$ cat src/hdl/assert_macros.svh
// Assertion helpers shared by the sampler modules.
`ifndef ASSERT_MACROS_SVH
`define ASSERT_MACROS_SVH

// Same-cycle implication, checked on every rising clock edge out of reset.
`define ASSERT_IMPL(lbl, clk, rst, ante, cons, msg) \
   lbl: assert property (@(posedge clk) disable iff (rst) (ante) |-> (cons)) else $error(msg);

// Next-cycle implication, checked on every rising clock edge out of reset.
`define ASSERT_NEXT(lbl, clk, rst, ante, cons, msg) \
   lbl: assert property (@(posedge clk) disable iff (rst) (ante) |=> (cons)) else $error(msg);

`endif

$ cat src/hdl/hts_pkg.sv
// ----------------------------------------------------------------------------
// hts_pkg
// Types and constants of the heightmap tile sampler.
// ----------------------------------------------------------------------------
package hts_pkg;

   typedef enum logic [1:0] {
      OP_WRITE = 2'd0,
      OP_EDIT  = 2'd1,
      OP_QUERY = 2'd2
   } op_type;

   typedef enum logic [3:0] {
      ST_IDLE,
      ST_CHECK,
      ST_DIV,
      ST_RD0,
      ST_RD1,
      ST_RD2,
      ST_RD3,
      ST_RD4,
      ST_MULA,
      ST_MULB,
      ST_SUMAB,
      ST_MULT,
      ST_DONE
   } state_type;

   // register indexes of the configuration port
   localparam logic [1:0] REG_ORIGIN_X = 2'd0;
   localparam logic [1:0] REG_ORIGIN_Z = 2'd1;
   localparam logic [1:0] REG_SPACING  = 2'd2;

   // one classified item as it waits in the queue
   typedef struct packed {
      op_type             op;
      logic [6:0]         row;
      logic [6:0]         col;
      logic signed [23:0] pos_x;
      logic signed [23:0] pos_z;
      logic signed [23:0] level;
      logic               wr_ok;
   } item_type;

endpackage

$ cat src/hdl/hts_front.sv
// ----------------------------------------------------------------------------
// hts_front
// Accepts request words, checks write indexes and queues them for the back.
// ----------------------------------------------------------------------------
`include "assert_macros.svh"

module hts_front #(
   parameter int GRID_CELLS = 64
) (
   input  logic              clock,
   input  logic              reset,
   input  logic              req_tvalid,
   output logic              req_tready,
   // grid_row[6:0], grid_col[13:7], pos_x[37:14], pos_z[61:38], level[85:62]
   input  logic [87:0]       req_tdata,
   // opcode[1:0]
   input  logic [1:0]        req_tuser,
   output logic              q_valid,
   input  logic              q_pop,
   output hts_pkg::item_type q_item
);

   localparam int QDEPTH = 2;
   localparam int PW     = $clog2(QDEPTH);

   hts_pkg::item_type item;
   hts_pkg::item_type entry_ff [QDEPTH];
   logic [PW-1:0]     wptr_ff, wptr_in, rptr_ff, rptr_in;
   logic [PW:0]       count_ff, count_in;
   logic              push;

   // classify the incoming word
   always_comb begin
      item.op    = hts_pkg::op_type'(req_tuser);
      item.row   = req_tdata[6:0];
      item.col   = req_tdata[13:7];
      item.pos_x = req_tdata[37:14];
      item.pos_z = req_tdata[61:38];
      item.level = req_tdata[85:62];
      item.wr_ok = (item.op == hts_pkg::OP_WRITE)
                && ({2'b00, item.row} <= 9'(GRID_CELLS))
                && ({2'b00, item.col} <= 9'(GRID_CELLS));
   end

   assign req_tready = (count_ff != (PW+1)'(QDEPTH));
   assign push       = req_tvalid && req_tready;
   assign q_valid    = (count_ff != '0);
   assign q_item     = entry_ff[rptr_ff];

   // advance pointers and fill level
   always_comb begin
      wptr_in  = push  ? wptr_ff + PW'(1) : wptr_ff;
      rptr_in  = q_pop ? rptr_ff + PW'(1) : rptr_ff;
      count_in = count_ff + (PW+1)'(push) - (PW+1)'(q_pop);
   end

   always_ff @(posedge clock) begin
      if (reset) begin
         wptr_ff  <= '0;
         rptr_ff  <= '0;
         count_ff <= '0;
      end else begin
         wptr_ff  <= wptr_in;
         rptr_ff  <= rptr_in;
         count_ff <= count_in;
      end
   end

   // hold queued words
   always_ff @(posedge clock) begin
      if (push) begin
         entry_ff[wptr_ff] <= item;
      end
   end

   `ASSERT_IMPL(a_count_bound, clock, reset, 1'b1, count_ff <= (PW+1)'(QDEPTH), "queue overfilled")
   `ASSERT_IMPL(a_pop_nonempty, clock, reset, q_pop, count_ff != '0, "pop from empty queue")

endmodule

$ cat config.mk
export PLATFORM = sky130hd
export DESIGN_NAME = hts_front
export DESIGN_NICKNAME = d
export VERILOG_FILES = /design/src/hdl/hts_pkg.sv /design/src/hdl/hts_front.sv
export VERILOG_INCLUDE_DIRS = /design/src /design/src/hdl
export SDC_FILE = /design/constraint.sdc
export NUM_CORES = 1
export LEC_CHECK = 0
export BUFFER_PORTS_ARGS = -buffer_cell sky130_fd_sc_hd__buf_4
export CAP_MARGIN = 25
export CELL_PAD_IN_SITES_DETAIL_PLACEMENT = 1
export CELL_PAD_IN_SITES_GLOBAL_PLACEMENT = 1
export CORE_UTILIZATION = 47
export DETAILED_ROUTE_END_ITERATION = 10
export GPL_TIMING_DRIVEN = 0
export PLACE_DENSITY_LB_ADDON = 0.2
export SETUP_SLACK_MARGIN = 0.02
export SYNTH_ARGS = -nofsm -noshare
export SYNTH_HDL_FRONTEND = slang
export SYNTH_SLANG_ARGS = --single-unit
export TNS_END_PERCENT = 10
$ cat constraint.sdc
create_clock -name clock -period 4.55 [get_ports clock]
set_input_delay 0 -clock clock [delete_from_list [all_inputs] [get_ports clock]]
set_output_delay 0 -clock clock [all_outputs]
set_load 0.03 [all_outputs]
# Word level (Yosys, flattened, before mapping)
# Memories as Yosys holds them, arrays and structs flattened. A register that Yosys moved wholly into a read port is not among the register bits.
# Index checks and enable logic that the tools add are counted.
# totals
inputBits,94
n_memories,1
mem_bits_rw,178
output_inout_bits,91
ff_bits,4
# op_classes
order_cmp,2
addsub,4
n_reduce_logical,5
n_eq_ne,1
mux,4
# mem_list
memory,depth,width,rd,rd_clocked_by_memory_dff,write_ports,line,text
entry_ff,2,89,1,1,1,hts_front.sv:27,hts_pkg::item_type entry_ff [QDEPTH];
# ops
cell,n
7-bit <= comparator (second input constant),2
1-bit 2-to-1 mux,4
1-bit logical AND,3
1-bit adder (second input constant),2
2-bit by 1-bit adder with 2-bit output,1
2-bit logical NOT,1
2-bit inequality test (second input constant),1
2-bit nonzero test,1
2-bit by 1-bit subtractor with 2-bit output,1

# Longest topological paths before layout
# logic_depth
depth_word,4
mapped_depth,7

# Least setup slack after synthesis
# OpenSTA, ideal clock, no wires.
# synth_timing
path_kind,reg-to-reg
from,register count_ff[0]
to,memory entry_ff[1][0] in the netlist's numbering (enable)
t_required_ns,4.092
slack_ns,1.206
path_stages_with_launch,3
arrival_time_ns,2.886
synth_period_minus_slack_ns,3.344
path_cell_list,dfxtp_1 -> nand2b_1 -> and3_1
# synth_via
elab_chain_len,4
# synth_rtl
item,line,text
start: declaration,hts_front.sv:29,"logic [PW:0] count_ff, count_in;"
start signal: assignment,hts_front.sv:65,count_ff <= count_in;
2-bit inequality test,hts_front.sv:45,assign req_tready = (count_ff != (PW+1)'(QDEPTH));
named net req_tready,hts_front.sv:13,"output logic req_tready,"
1-bit logical AND,hts_front.sv:46,assign push = req_tvalid && req_tready;
1-bit 2-to-1 mux,hts_front.sv:71,if (push) begin
1-bit 2-to-1 mux (implied by the code),hts_front.sv:72,entry_ff[wptr_ff] <= item;
end: declaration,hts_front.sv:27,
# The timed path passes the listed nets, and every way through them passes these cells.

==> metrics <==
CTS Root Cell clkbuf_16; Initial Utilization 48.31%; initial antenna violation count 0; worst stage delay on the critical path 0.39 ns; Core Footprint 13880 um2; critical path required time 4.55 ns; CP dominant cell by count buf_2; Crit Path Class reg -> out; DRT iter0 DRCs 183; Worst Setup End Kind primary output; DRT Pass-1 Iters 4; Tcrit/Tclk final 51.96%; GRT Residual Overflow 0; setup violators final 0; leakage power 3.674 nW; min Tclk post-route 2.364 ns; final layout net count 701; layout cell share with drive strength beyond 1 approximately 50%; fin worst setup slack 2.186 ns; row cnt 43; CTS Buffer Depth 2; clock slew at reported path FFs around 0.070 ns; number of synthesized register bits about 180; sequential share of the synthesized area between 80% and 90%; Slew HR 54.71%; post-DP HPWL 9.311 mm; worst min path class in -> reg; status finished, final reports clean; top cells by count, synth edfxtp_1 (178), mux2_2 (89), clkbuf_1 (6); design area roughly 9800 um2; Yosys warnings 0; die area 14750 um2; hold_ws a little over 0.3 ns; setup TNS 0 ns; Final Skew 0.007458 ns; total power between 4 and 5 mW; Final Util 70.60%; Clock Latency Late Sink between 0.4 and 0.5 ns; Clock Sink Count 183; r2r worst-path depth 4; Synth top area share 79.72%; top-count cell post-synth edfxtp_1; Die Y 121.4 um; Yosys cell types 25; Max Slew Vio Count 0; Finished Layout Cells approximately 800; CP Launch Type flip-flop; first-pass GRT wire length about 25 mm; Post-Syn Area 6705 um2; Top Ports 185; Syn Inst Count around 310; Avg Cell Area, Syn 21.56 um2; CTS tree built; Fin. Hold Viols 0; vias post-DR 4008; Levels on crit path 5; max cap viols 0; CP Max Fanout 10; critical-path cell list clkbuf_1 > buf_2 > buf_2 > mux2_2 > buf_4; Place WS 2.582 ns; DRC viols 0; ys flop type edfxtp_1; Critical Path Slowest Stage Cell clkbuf_1; GR Util All Layers about a quarter; number of global-route vias before repair 4462; global placement routability congestion 0.7323; largest net degree at the start of global routing 47; Die X 121.4 um; Syn Nets 406; routed wire length between 15 and 20 mm; largest area contributor in the netlist edfxtp_1; Worst EP arrival 2.36 ns; Max VDD drop 0.2800 mV; Synth area leaders edfxtp_1 (80%), mux2_2 (15%), dfxtp_1 (1.5%); drt wl/cell 21.55 um; worst slew pin tran 0.6793 ns; placed cells 675; post-route antenna net violation count 0; CTS buffer count 17; Buf/Inv on CP 4; Port Buffer Count 182; Syn-to-layout area delta 46.15%; number of diodes 0; Via-to-Cell Ratio 5.023; number of synthesized flops with an enable pin 178; RSZ-0062 raised after global routing no; hold depth 2; Largest delay share family, worst path buffers and inverters; Max Fclk 423.0 MHz; Synth async-reset ratio 0%; Pwr Density ~430 nW/um2; H-tree depth 4; Placed Area about 8400 um2
## kinds of logic after synthesis
family | synth area share [%]
flops | 81.21
mux | 14.95
simple gates | 1.586
buf+inv | 0.8024
compound gates | 1.008
xor+xnor | 0.2613
fa+ha+maj | 0.1866
## final timing paths
check / from / end / slack (ns)
hold reg to reg: rptr_ff / rptr_ff / 0.57
setup / recovery: flip-flop / q_item[60] / 2.19
setup reg to reg: count_ff[0] / entry_ff[0][1] / 2.61
hold / removal: req_tdata[53] / entry_ff[0][40] / 0.31
## routing by layer
layer  GRT usage, %  vias to the layer above  routed length [um]
met3          5.310                       28                 799
met4          8.796                        0                 312
met1          26.08                     2026                6337
met2          46.16                      132                9751
met5              0                        -                   0
li1               -                     1822                   -
## layout by cell type (no fill, tap or decap)
master	instances
a2111oi_0	1
a2111oi_4	1
a21bo_2	1
a21boi_0	1
a21oi_1	1
and3_4	1
buf_16	2
buf_2	4
buf_4	182
bufinv_16	1
clkbuf_1	7
clkbuf_16	17
clkinv_1	4
clkinv_2	6
clkinvlp_4	2
dfxtp_1	5
dlygate4sd3_1	92
edfxtp_1	178
ha_1	1
inv_1	2
inv_4	1
mux2_2	89
nand2_1	2
nand2b_1	2
nand3b_1	1
nand4b_1	2
nor2_1	3
nor2b_1	1
nor4_1	1
o31a_1	1
or2_2	1
or4_1	2
or4b_2	1
xnor2_1	2
## flip-flops by register name, indices dropped and copies added (netlist names), named ones only
signal    cells
count_ff      2
wptr_ff       1
entry_ff    178
rptr_ff       1
## layout make-up
type	count	area [um2]
inverter	3	13.76
fill	1189	4081
tap	180	225.2
clock inverter	13	90.09
buffer	10	42.54
timing repair buffer	276	2342
sequential	183	5445
multi-input combinational	115	1211
clock buffer	18	429.2
## report_power, final
| part | switching [mW] | internal, mW | leakage, nW |
|---|---|---|---|
| Sequential | 0.0407 | 2.02 | 1.70 |
| Combinational | 0.495 | 0.369 | 1.72 |
| Clock | 0.600 | 0.736 | 0.255 |
## what timing repair did
action | CTS | global route
hold endpoints to repair | 183 | 0
setup buffers | 0 | 0
hold buffers | 92 | 0
resized for setup | 0 | 0
No activity file was read; power rests on OpenSTA's default activity.
